File: src/sv/l2sr_pkg.sv
// Shared constants, widths and helper functions for the 2D lattice shift reduction block.
// No dependencies; compile first.
`default_nettype none

package l2sr_pkg;

    localparam int COORD_WIDTH = 24;
    localparam int MAX_PASSES  = 256;

    localparam int WORK_W  = COORD_WIDTH + 2;
    localparam int OUT_W   = COORD_WIDTH + 1;
    localparam int PROD_W  = 2 * WORK_W;
    localparam int NORM_W  = PROD_W;
    localparam int IP_W    = PROD_W + 1;
    localparam int CMP_W   = IP_W + 1;
    localparam int PASS_W  = $clog2(MAX_PASSES + 1);
    localparam int MSTEP_W = 3;

    typedef logic signed [WORK_W-1:0] work_t;
    typedef logic signed [PROD_W-1:0] prod_t;
    typedef logic        [NORM_W-1:0] norm_t;
    typedef logic signed [IP_W-1:0]   ip_t;
    typedef logic        [CMP_W-1:0]  cmp_t;

    // True when bit length of p is at least that of x.
    function automatic logic msb_ge(input cmp_t p, input cmp_t x);
        return !((p < x) && (p < (p ^ x)));
    endfunction

endpackage

`default_nettype wire

File: src/sv/l2sr_ifs.sv
// Handshake channel interfaces for the basis input and the reduced result.
// Depends on l2sr_pkg for field widths.
`default_nettype none

interface l2sr_basis_if
    import l2sr_pkg::*;
    ();
    logic                          valid;
    logic                          ready;
    logic signed [COORD_WIDTH-1:0] first_x;
    logic signed [COORD_WIDTH-1:0] first_y;
    logic signed [COORD_WIDTH-1:0] second_x;
    logic signed [COORD_WIDTH-1:0] second_y;

    modport source (output valid, first_x, first_y, second_x, second_y, input ready);
    modport sink   (input valid, first_x, first_y, second_x, second_y, output ready);
endinterface

interface l2sr_reduced_if
    import l2sr_pkg::*;
    ();
    logic                    valid;
    logic                    ready;
    logic signed [OUT_W-1:0] short_x;
    logic signed [OUT_W-1:0] short_y;
    logic signed [OUT_W-1:0] long_x;
    logic signed [OUT_W-1:0] long_y;
    logic                    not_converged;

    modport source (output valid, short_x, short_y, long_x, long_y, not_converged,
                    input ready);
    modport sink   (input valid, short_x, short_y, long_x, long_y, not_converged,
                    output ready);
endinterface

`default_nettype wire

File: src/sv/l2sr_mul.sv
// Shared signed multiplier with a registered product, one product per cycle.
// Depends on l2sr_pkg.
`default_nettype none

module l2sr_mul
    import l2sr_pkg::*;
(
    input  wire logic  clk,
    input  wire work_t op_a,
    input  wire work_t op_b,
    output prod_t      prod
);

    prod_t prod_reg;

    always_ff @(posedge clk)
    begin
        prod_reg <= op_a * op_b;
    end

    assign prod = prod_reg;

endmodule

`default_nettype wire

File: src/sv/lattice_2d_shift_reduction.sv
// Top level of the 2D lattice shift reduction block: sequencer, working registers, output beat.
// Depends on l2sr_pkg, l2sr_ifs (channel interfaces) and l2sr_mul (shared multiplier).
`default_nettype none

// Reduces a 2D lattice basis (Lagrange reduction with power-of-two quotients) one basis
// at a time. A basis beat is taken only while the block is idle; one result beat follows,
// shorter vector first, with not_converged set if MAX_PASSES passes ran out. All norms and
// inner products run through one shared multiplier, one product per cycle. The initial
// norms and inner product come first; each pass then runs its multiplier steps, swap,
// test, bit-length compare steps that find the pass's power-of-two shift, and update;
// the final test and the output beat close the item. A result waiting in the output
// register does not block the next basis; only when the next result is finished while
// the previous one is still unclaimed does the block hold its last step and take no
// new basis.
module lattice_2d_shift_reduction
    import l2sr_pkg::*;
(
    input  wire logic     clk,
    input  wire logic     rst_n,
    l2sr_basis_if.sink    basis,
    l2sr_reduced_if.source reduced
);

    localparam logic [2:0] S_IDLE   = 3'd0;
    localparam logic [2:0] S_MUL    = 3'd1;
    localparam logic [2:0] S_SWAP   = 3'd2;
    localparam logic [2:0] S_TEST   = 3'd3;
    localparam logic [2:0] S_SHIFT  = 3'd4;
    localparam logic [2:0] S_UPDATE = 3'd5;
    localparam logic [2:0] S_DONE   = 3'd6;

    // Multiplier schedule: squares of a, then a.b, then squares of b.
    localparam logic [MSTEP_W-1:0] M_AX_AX   = 3'd0;
    localparam logic [MSTEP_W-1:0] M_AY_AY   = 3'd1;
    localparam logic [MSTEP_W-1:0] M_AX_BX   = 3'd2;
    localparam logic [MSTEP_W-1:0] M_AY_BY   = 3'd3;
    localparam logic [MSTEP_W-1:0] M_BX_BX   = 3'd4;
    localparam logic [MSTEP_W-1:0] M_BY_BY   = 3'd5;
    localparam logic [MSTEP_W-1:0] M_LAST_FULL = 3'd6;
    localparam logic [MSTEP_W-1:0] M_LAST_PASS = 3'd4;

    // Control state
    logic [2:0]         state_reg, state_next;
    logic [MSTEP_W-1:0] mstep_reg, mstep_next;
    logic               full_reg, full_next;
    logic [PASS_W-1:0]  pass_reg, pass_next;
    logic               capped_reg, capped_next;
    logic               rvalid_reg, rvalid_next;

    // Datapath state
    work_t ax_reg, ax_next, ay_reg, ay_next, bx_reg, bx_next, by_reg, by_next;
    work_t dbx_reg, dbx_next, dby_reg, dby_next;
    norm_t norm_a_reg, norm_a_next, norm_b_reg, norm_b_next;
    ip_t   ip_reg, ip_next;
    prod_t part_reg, part_next;
    cmp_t  pval_reg, pval_next, xcmp_reg, xcmp_next;

    logic signed [OUT_W-1:0] sx_reg, sx_next, sy_reg, sy_next;
    logic signed [OUT_W-1:0] lx_reg, lx_next, ly_reg, ly_next;
    logic                    nc_reg, nc_next;

    work_t op_a, op_b;
    prod_t prod;
    ip_t   pair_sum;
    ip_t   p_ip;
    cmp_t  mag;
    logic  ip_neg;
    logic  stop_ok;
    logic  [MSTEP_W-1:0] mstep_prev;
    logic  [MSTEP_W-1:0] mstep_last;

    l2sr_mul u_mul (
        .clk  (clk),
        .op_a (op_a),
        .op_b (op_b),
        .prod (prod)
    );

    // Pick operands for the current multiplier step.
    always_comb
    begin
        case (mstep_reg)
            M_AX_AX: begin op_a = ax_reg; op_b = ax_reg; end
            M_AY_AY: begin op_a = ay_reg; op_b = ay_reg; end
            M_AX_BX: begin op_a = ax_reg; op_b = bx_reg; end
            M_AY_BY: begin op_a = ay_reg; op_b = by_reg; end
            M_BX_BX: begin op_a = bx_reg; op_b = bx_reg; end
            M_BY_BY: begin op_a = by_reg; op_b = by_reg; end
            default: begin op_a = '0;     op_b = '0;     end
        endcase
    end

    assign mstep_prev = mstep_reg - MSTEP_W'(1);
    assign mstep_last = full_reg ? M_LAST_FULL : M_LAST_PASS;
    assign pair_sum   = IP_W'(part_reg) + IP_W'(prod);

    assign ip_neg  = ip_reg[IP_W-1];
    assign mag     = ip_neg ? (cmp_t'(0) - CMP_W'(ip_reg)) : CMP_W'(ip_reg);
    // Stop once twice |inner product| no longer exceeds the shorter norm.
    assign stop_ok = ({mag, 1'b0} <= {3'b000, norm_b_reg});
    // Bit-length source: the magnitude, less one for a negative inner product.
    assign p_ip    = ip_neg ? ~ip_reg : ip_reg;

    always_comb
    begin
        state_next  = state_reg;
        mstep_next  = mstep_reg;
        full_next   = full_reg;
        pass_next   = pass_reg;
        capped_next = capped_reg;
        rvalid_next = rvalid_reg;
        ax_next     = ax_reg;
        ay_next     = ay_reg;
        bx_next     = bx_reg;
        by_next     = by_reg;
        dbx_next    = dbx_reg;
        dby_next    = dby_reg;
        norm_a_next = norm_a_reg;
        norm_b_next = norm_b_reg;
        ip_next     = ip_reg;
        part_next   = part_reg;
        pval_next   = pval_reg;
        xcmp_next   = xcmp_reg;
        sx_next     = sx_reg;
        sy_next     = sy_reg;
        lx_next     = lx_reg;
        ly_next     = ly_reg;
        nc_next     = nc_reg;

        // Drop the result beat once the sink takes it.
        if (rvalid_reg && reduced.ready)
        begin
            rvalid_next = 1'b0;
        end

        case (state_reg)
            S_IDLE:
            begin
                if (basis.valid)
                begin
                    ax_next     = WORK_W'(basis.first_x);
                    ay_next     = WORK_W'(basis.first_y);
                    bx_next     = WORK_W'(basis.second_x);
                    by_next     = WORK_W'(basis.second_y);
                    pass_next   = '0;
                    capped_next = 1'b0;
                    full_next   = 1'b1;
                    mstep_next  = '0;
                    state_next  = S_MUL;
                end
            end

            S_MUL:
            begin
                // Product of the previous step sits in the multiplier register.
                if (mstep_reg != '0)
                begin
                    case (mstep_prev)
                        M_AX_AX, M_AX_BX, M_BX_BX: part_next = prod;
                        M_AY_AY: norm_a_next = NORM_W'(pair_sum);
                        M_AY_BY: ip_next     = pair_sum;
                        M_BY_BY: norm_b_next = NORM_W'(pair_sum);
                        default: part_next   = part_reg;
                    endcase
                end
                if (mstep_reg == mstep_last)
                begin
                    state_next = S_SWAP;
                end
                else
                begin
                    mstep_next = mstep_reg + MSTEP_W'(1);
                end
            end

            S_SWAP:
            begin
                // Keep the shorter vector in b; ties leave the order alone.
                if (norm_a_reg < norm_b_reg)
                begin
                    ax_next     = bx_reg;
                    ay_next     = by_reg;
                    bx_next     = ax_reg;
                    by_next     = ay_reg;
                    norm_a_next = norm_b_reg;
                    norm_b_next = norm_a_reg;
                end
                state_next = S_TEST;
            end

            S_TEST:
            begin
                if (stop_ok)
                begin
                    state_next = S_DONE;
                end
                else if (pass_reg >= PASS_W'(MAX_PASSES))
                begin
                    capped_next = 1'b1;
                    state_next  = S_DONE;
                end
                else
                begin
                    pval_next  = {1'b0, p_ip};
                    xcmp_next  = {1'b0, norm_b_reg, 1'b0};
                    dbx_next   = bx_reg;
                    dby_next   = by_reg;
                    state_next = S_SHIFT;
                end
            end

            S_SHIFT:
            begin
                // Advance the shift while the source is at least as long as norm_b << (s+1).
                if (msb_ge(pval_reg, xcmp_reg))
                begin
                    xcmp_next = {xcmp_reg[CMP_W-2:0], 1'b0};
                    dbx_next  = {dbx_reg[WORK_W-2:0], 1'b0};
                    dby_next  = {dby_reg[WORK_W-2:0], 1'b0};
                end
                else
                begin
                    state_next = S_UPDATE;
                end
            end

            S_UPDATE:
            begin
                if (!ip_neg && (ip_reg != '0))
                begin
                    ax_next = ax_reg - dbx_reg;
                    ay_next = ay_reg - dby_reg;
                end
                else
                begin
                    ax_next = ax_reg + dbx_reg;
                    ay_next = ay_reg + dby_reg;
                end
                pass_next  = pass_reg + PASS_W'(1);
                full_next  = 1'b0;
                mstep_next = '0;
                state_next = S_MUL;
            end

            S_DONE:
            begin
                // Hold until the output register is free.
                if (!rvalid_reg || reduced.ready)
                begin
                    sx_next     = OUT_W'(bx_reg);
                    sy_next     = OUT_W'(by_reg);
                    lx_next     = OUT_W'(ax_reg);
                    ly_next     = OUT_W'(ay_reg);
                    nc_next     = capped_reg;
                    rvalid_next = 1'b1;
                    state_next  = S_IDLE;
                end
            end

            default:
            begin
                state_next = S_IDLE;
            end
        endcase
    end

    always_ff @(posedge clk or negedge rst_n)
    begin
        if (!rst_n)
        begin
            state_reg  <= S_IDLE;
            mstep_reg  <= '0;
            full_reg   <= 1'b0;
            pass_reg   <= '0;
            capped_reg <= 1'b0;
            rvalid_reg <= 1'b0;
        end
        else
        begin
            state_reg  <= state_next;
            mstep_reg  <= mstep_next;
            full_reg   <= full_next;
            pass_reg   <= pass_next;
            capped_reg <= capped_next;
            rvalid_reg <= rvalid_next;
        end
    end

    always_ff @(posedge clk)
    begin
        ax_reg     <= ax_next;
        ay_reg     <= ay_next;
        bx_reg     <= bx_next;
        by_reg     <= by_next;
        dbx_reg    <= dbx_next;
        dby_reg    <= dby_next;
        norm_a_reg <= norm_a_next;
        norm_b_reg <= norm_b_next;
        ip_reg     <= ip_next;
        part_reg   <= part_next;
        pval_reg   <= pval_next;
        xcmp_reg   <= xcmp_next;
        sx_reg     <= sx_next;
        sy_reg     <= sy_next;
        lx_reg     <= lx_next;
        ly_reg     <= ly_next;
        nc_reg     <= nc_next;
    end

    assign basis.ready           = (state_reg == S_IDLE);
    assign reduced.valid         = rvalid_reg;
    assign reduced.short_x       = sx_reg;
    assign reduced.short_y       = sy_reg;
    assign reduced.long_x        = lx_reg;
    assign reduced.long_y        = ly_reg;
    assign reduced.not_converged = nc_reg;

endmodule

`default_nettype wire

File: src/flat_wrapper.sv
// flat-port wrapper written by rule: the top's interface ports become plain ports
module lattice_2d_shift_reduction_flat import l2sr_pkg::*;
  (clk, rst_n, basis_valid, basis_first_x, basis_first_y, basis_second_x, basis_second_y, basis_ready, reduced_valid, reduced_short_x, reduced_short_y, reduced_long_x, reduced_long_y, reduced_not_converged, reduced_ready);
  l2sr_basis_if basis_i ();
  l2sr_reduced_if reduced_i ();
  input  wire logic clk;
  input  wire logic rst_n;
  input wire logic [$bits(basis_i.valid)-1:0] basis_valid;
  input wire logic [$bits(basis_i.first_x)-1:0] basis_first_x;
  input wire logic [$bits(basis_i.first_y)-1:0] basis_first_y;
  input wire logic [$bits(basis_i.second_x)-1:0] basis_second_x;
  input wire logic [$bits(basis_i.second_y)-1:0] basis_second_y;
  output wire logic [$bits(basis_i.ready)-1:0] basis_ready;
  output wire logic [$bits(reduced_i.valid)-1:0] reduced_valid;
  output wire logic [$bits(reduced_i.short_x)-1:0] reduced_short_x;
  output wire logic [$bits(reduced_i.short_y)-1:0] reduced_short_y;
  output wire logic [$bits(reduced_i.long_x)-1:0] reduced_long_x;
  output wire logic [$bits(reduced_i.long_y)-1:0] reduced_long_y;
  output wire logic [$bits(reduced_i.not_converged)-1:0] reduced_not_converged;
  input wire logic [$bits(reduced_i.ready)-1:0] reduced_ready;
  assign basis_i.valid = basis_valid;
  assign basis_i.first_x = basis_first_x;
  assign basis_i.first_y = basis_first_y;
  assign basis_i.second_x = basis_second_x;
  assign basis_i.second_y = basis_second_y;
  assign basis_ready = basis_i.ready;
  assign reduced_valid = reduced_i.valid;
  assign reduced_short_x = reduced_i.short_x;
  assign reduced_short_y = reduced_i.short_y;
  assign reduced_long_x = reduced_i.long_x;
  assign reduced_long_y = reduced_i.long_y;
  assign reduced_not_converged = reduced_i.not_converged;
  assign reduced_i.ready = reduced_ready;
  lattice_2d_shift_reduction u_core (.clk(clk), .rst_n(rst_n), .basis(basis_i), .reduced(reduced_i));
endmodule
File: config.mk
export PLATFORM = sky130hd
export DESIGN_NAME = lattice_2d_shift_reduction_flat
export DESIGN_NICKNAME = d
export VERILOG_FILES = /design/src/sv/l2sr_pkg.sv /design/src/sv/l2sr_ifs.sv /design/src/sv/l2sr_mul.sv /design/src/sv/lattice_2d_shift_reduction.sv /design/src/flat_wrapper.sv
export SDC_FILE = /design/constraint.sdc
export NUM_CORES = 2
export LEC_CHECK = 0
export ABC_AREA = 0
export BUFFER_PORTS_ARGS = -buffer_cell sky130_fd_sc_hd__buf_2
export CORE_ASPECT_RATIO = 1.2
export CORE_MARGIN = 2
export CORE_UTILIZATION = 49
export DETAILED_ROUTE_END_ITERATION = 12
export HOLD_SLACK_MARGIN = 0.05
export PLACE_DENSITY = 0.65
export SYNTH_ARGS = -nofsm -noshare
export SYNTH_HDL_FRONTEND = slang
export SYNTH_SLANG_ARGS = --single-unit
export TNS_END_PERCENT = 1
File: constraint.sdc
create_clock -name clk -period 15.3 [get_ports clk]
set_input_delay 3.06 -clock clk [delete_from_list [all_inputs] [get_ports clk]]
set_output_delay 3.06 -clock clk [all_outputs]
set_load 0.005 [all_outputs]
==> results by group <==
Flow run
  – Count of maximum capacitance violations: 0

STA
  – Peak clock frequency supported by timing: 0.0888 GHz
  – Clock period minus final worst setup slack: 11.26 ns
  – Setup-violating endpoint count in the final report: 0
  – Final clock skew: 0.0361 ns
  – Setup TNS: 0 ns
  – Final critical-path share of the clock period: 73.6%
  – Max Slew Vio Count: 0
  – RSZ-0062 raised after global routing: no
  – Number of hold-slack violations in the final timing report: 0
  – Worst-margin pin slew: 1.43 ns
  – Max transition margin: 4.60%

Clock tree
  – Maximum count of clock buffers along a single path: 3
  – Hold-fix buffers at CTS: 0
  – Master cell of the clock root buffer: sky130_fd_sc_hd__clkbuf_16
  – Clock slew at the register clock pins of the worst setup and hold paths: 0.06 ns
  – Cells resized by post-CTS repair: 0
  – Worst skew pair latency: 0.67 ns
  – Clk sink count: 641
  – Post-CTS Setup Bufs: 0
  – TritonCTS Buffers: 69
  – TritonCTS clock tree: yes
  – CTS HTree Levels: 3

Setup path
  – Setup Crit Path Kind: flip-flop to flip-flop
  – Largest driver fanout on the critical path: 27
  – Startpoint Class: flip-flop
  – Endpoint type of the worst setup path: flip-flop
  – Max stage delay cell, worst path: sky130_fd_sc_hd__a21o_1
  – Crit-path most repeated cell: sky130_fd_sc_hd__fa_1
  – Critical Path RT: 15.87 ns
  – Data arrival time of the worst path: 11.83 ns
  – Maximum single-stage delay on the critical path: 0.92 ns

Drt
  – Post-DR wirelength/cell: 22.2 µm
  – Number of nets still failing antenna checks after routing: 0
  – Initial detailed-routing violation count: 4,250
  – Detailed-route via count: 45,000
  – Number of remaining DRC errors: 0
  – Detailed-routing iteration count for the pre-antenna-repair pass: 10
  – Via density per instance: 5.73
  – Detailed Route WL: 174,000 µm

Final layout
  – Fill cell count: 11,000
  – Share of post-route cells with drive strength above 1: 8.15%
  – Net total in the final layout: 7,410
  – Signed area change from the synthesized netlist to the final layout: 8.45%

Synthesis
  – Mean area per synthesized cell: 10.0 µm²
  – Syn_nets: 7,295
  – Share of synthesized flip-flops with an asynchronous set or reset: 2.81%
  – Netlist Area Pre-Place: 0.0606 mm²
  – Fraction of the mapped netlist area in simple logic gates: 11.6%
  – Post-synthesis cell type count: 79
  – Count of flip-flops with a built-in enable after synthesis: 571
  – Number of synthesized register bits: 641
  – Predominant post-synthesis flop cell: sky130_fd_sc_hd__edfxtp_1
  – Area share of fa/ha/maj cells after synthesis: 32.7%
  – Xor and xnor area share after synthesis: 4.78%
  – Cells after synthesis: 6,041
  – Compound-gate portion of the synthesized area: 11.5%
  – Yosys warning count: 0
  – Largest family of logic cells by synthesized area: adder cells
  – Portion of the post-synthesis area used by sequential elements: 30.8%
  – Fraction of synthesized area in multiplexers: 1.44%

Die
  – Floorplan die area: 0.126 mm²
  – Floorplan die height: 389 µm
  – Boundary Pins: 203
  – Placement row count: 141
  – Initial Util: 49.3%
  – Placeable core region: 0.123 mm²
  – Width of the die: 325 µm

Global routing
  – Pin count of the biggest net entering global routing: 89
  – Number of global-route vias before repair: 46,300
  – Total global routing track utilization: 27.9%
  – Antenna violations before repair: 3
  – Aggregate global routing overflow: 0
  – Global-route wire length before repair: 270,000 µm

Min path
  – Min-delay worst type: flip-flop to flip-flop

Placed design
  – Count of input and output buffers: 202
  – Final GP Congestion: 0.930
  – Post-detailed-placement half-perimeter wirelength: 136,000 µm

Outcome
  – Status: complete, no violations
[through the flow]
step | util, % | hold slack [ns] | cell area, µm² | std cells | setup slack, ns
6_report | 53.4 | 0.443 | 65700 | 7856 | 4.04
5_1_grt | 53.4 | 0.451 | 65700 | 7854 | 3.63
3_5_place_dp | 51.7 | 0.425 | 63500 | 7729 | 4.40
4_1_cts | 53.4 | 0.441 | 65700 | 7854 | 4.33
3_3_place_gp | 51.7 | 0.429 | 63500 | 7729 | 4.47
2_1_floorplan | - | 0.415 | 60600 | 6041 | 2.56
[synthesized netlist by cell type (42+ instances only)]
cell | n | area [µm²]
sky130_fd_sc_hd__a21o_1 | 169 | 1270
sky130_fd_sc_hd__a21oi_1 | 191 | 956
sky130_fd_sc_hd__a221oi_1 | 42 | 368
sky130_fd_sc_hd__and2_1 | 53 | 332
sky130_fd_sc_hd__clkbuf_1 | 212 | 796
sky130_fd_sc_hd__dfxtp_1 | 52 | 1040
sky130_fd_sc_hd__edfxtp_1 | 571 | 17100
sky130_fd_sc_hd__fa_1 | 713 | 14300
sky130_fd_sc_hd__ha_1 | 441 | 5520
sky130_fd_sc_hd__inv_1 | 939 | 3520
sky130_fd_sc_hd__mux2_2 | 65 | 732
sky130_fd_sc_hd__nand2_1 | 880 | 3300
sky130_fd_sc_hd__nand3_1 | 47 | 235
sky130_fd_sc_hd__nand4_1 | 54 | 338
sky130_fd_sc_hd__nor2_1 | 387 | 1450
sky130_fd_sc_hd__nor3_1 | 47 | 235
sky130_fd_sc_hd__o21ai_0 | 252 | 1260
sky130_fd_sc_hd__xnor2_1 | 181 | 1590
sky130_fd_sc_hd__xor2_1 | 148 | 1300
[final timing paths]
kind	slack [ns]	from	to	cells past startpoint
min in group asynchronous	2.35	rst_n	u_core.pass_reg[2]	1
worst max-delay path	4.04	u_core.mstep_reg[1]	u_core.u_mul.prod[46]	27
worst min register to register	0.44	u_core.u_mul.prod[13]	u_core.part_reg[13]	0
worst min-delay path	0.44	u_core.u_mul.prod[13]	u_core.part_reg[13]	0
max in group asynchronous	12.61	rst_n	u_core.pass_reg[7]	1
worst max register to register	4.04	u_core.mstep_reg[1]	u_core.u_mul.prod[46]	27
[worst max-delay path: cells and delay by family, from the launching register on]
family | cells | cell delay (ns)
AO/OA/AOI/OAI | 6 | 2.90
XOR/XNOR | 1 | 0.18
adder cells (fa/ha/maj) | 9 | 4.33
buffers and inverters | 4 | 0.78
flip-flops | 1 | 0.42
AND/OR/NAND/NOR | 7 | 2.54
[routing by layer]
layer,track usage [%],share of wire [%]
met1,35.3,39
met2,46.4,47
met3,4.92,8.4
met4,13.8,5.4
met5,0.610,0.068
[layout make-up]
| type | count | area [µm²] | area share (%) |
|---|---|---|---|
| flip-flops and latches | 641 | 18600 | 28.4 |
| inverters | 939 | 3520 | 5.37 |
| clock inverters | 42 | 362 | 0.550 |
| clock buffers | 83 | 1790 | 2.72 |
| diodes | 2 | 5.00 | 0.00762 |
| multi-input cells | 4228 | 37700 | 57.5 |
| well taps | 1644 | 2060 | 3.13 |
| repair buffers | 277 | 1570 | 2.40 |
[placed cells by master, fill, tap and decap left out, types with 27 or more instances in the layout]
cell and count:
sky130_fd_sc_hd__nand4_1 54, sky130_fd_sc_hd__and2_1 52, sky130_fd_sc_hd__a22o_1 29, sky130_fd_sc_hd__o21ai_0 250
sky130_fd_sc_hd__buf_4 75, sky130_fd_sc_hd__o31ai_1 40, sky130_fd_sc_hd__clkbuf_16 69, sky130_fd_sc_hd__nand2b_1 39
sky130_fd_sc_hd__a21oi_1 191, sky130_fd_sc_hd__buf_2 202, sky130_fd_sc_hd__nor2_1 384, sky130_fd_sc_hd__xor2_1 148
sky130_fd_sc_hd__a21o_1 169, sky130_fd_sc_hd__dfxtp_1 52, sky130_fd_sc_hd__inv_1 939, sky130_fd_sc_hd__nor3_1 42
sky130_fd_sc_hd__nand2_1 877, sky130_fd_sc_hd__a221o_1 36, sky130_fd_sc_hd__o21a_1 33, sky130_fd_sc_hd__nor2b_1 33
sky130_fd_sc_hd__a221oi_1 35, sky130_fd_sc_hd__a22oi_1 40, sky130_fd_sc_hd__fa_1 713, sky130_fd_sc_hd__xnor2_1 181
sky130_fd_sc_hd__nand3_1 46, sky130_fd_sc_hd__a31oi_1 27, sky130_fd_sc_hd__edfxtp_1 571, sky130_fd_sc_hd__mux2_2 65
sky130_fd_sc_hd__ha_1 441
[cells by family after synthesis]
family | after synthesis
simple gates | 1631
buf+inv | 1172
other cells | 1
xor+xnor | 330
fa+ha+maj | 1154
mux | 79
flops | 641
compound gates | 1033
Power is left out: the tool's default activity adds up to more than one toggle a clock period on the data nets, which glitch-free logic cannot reach.
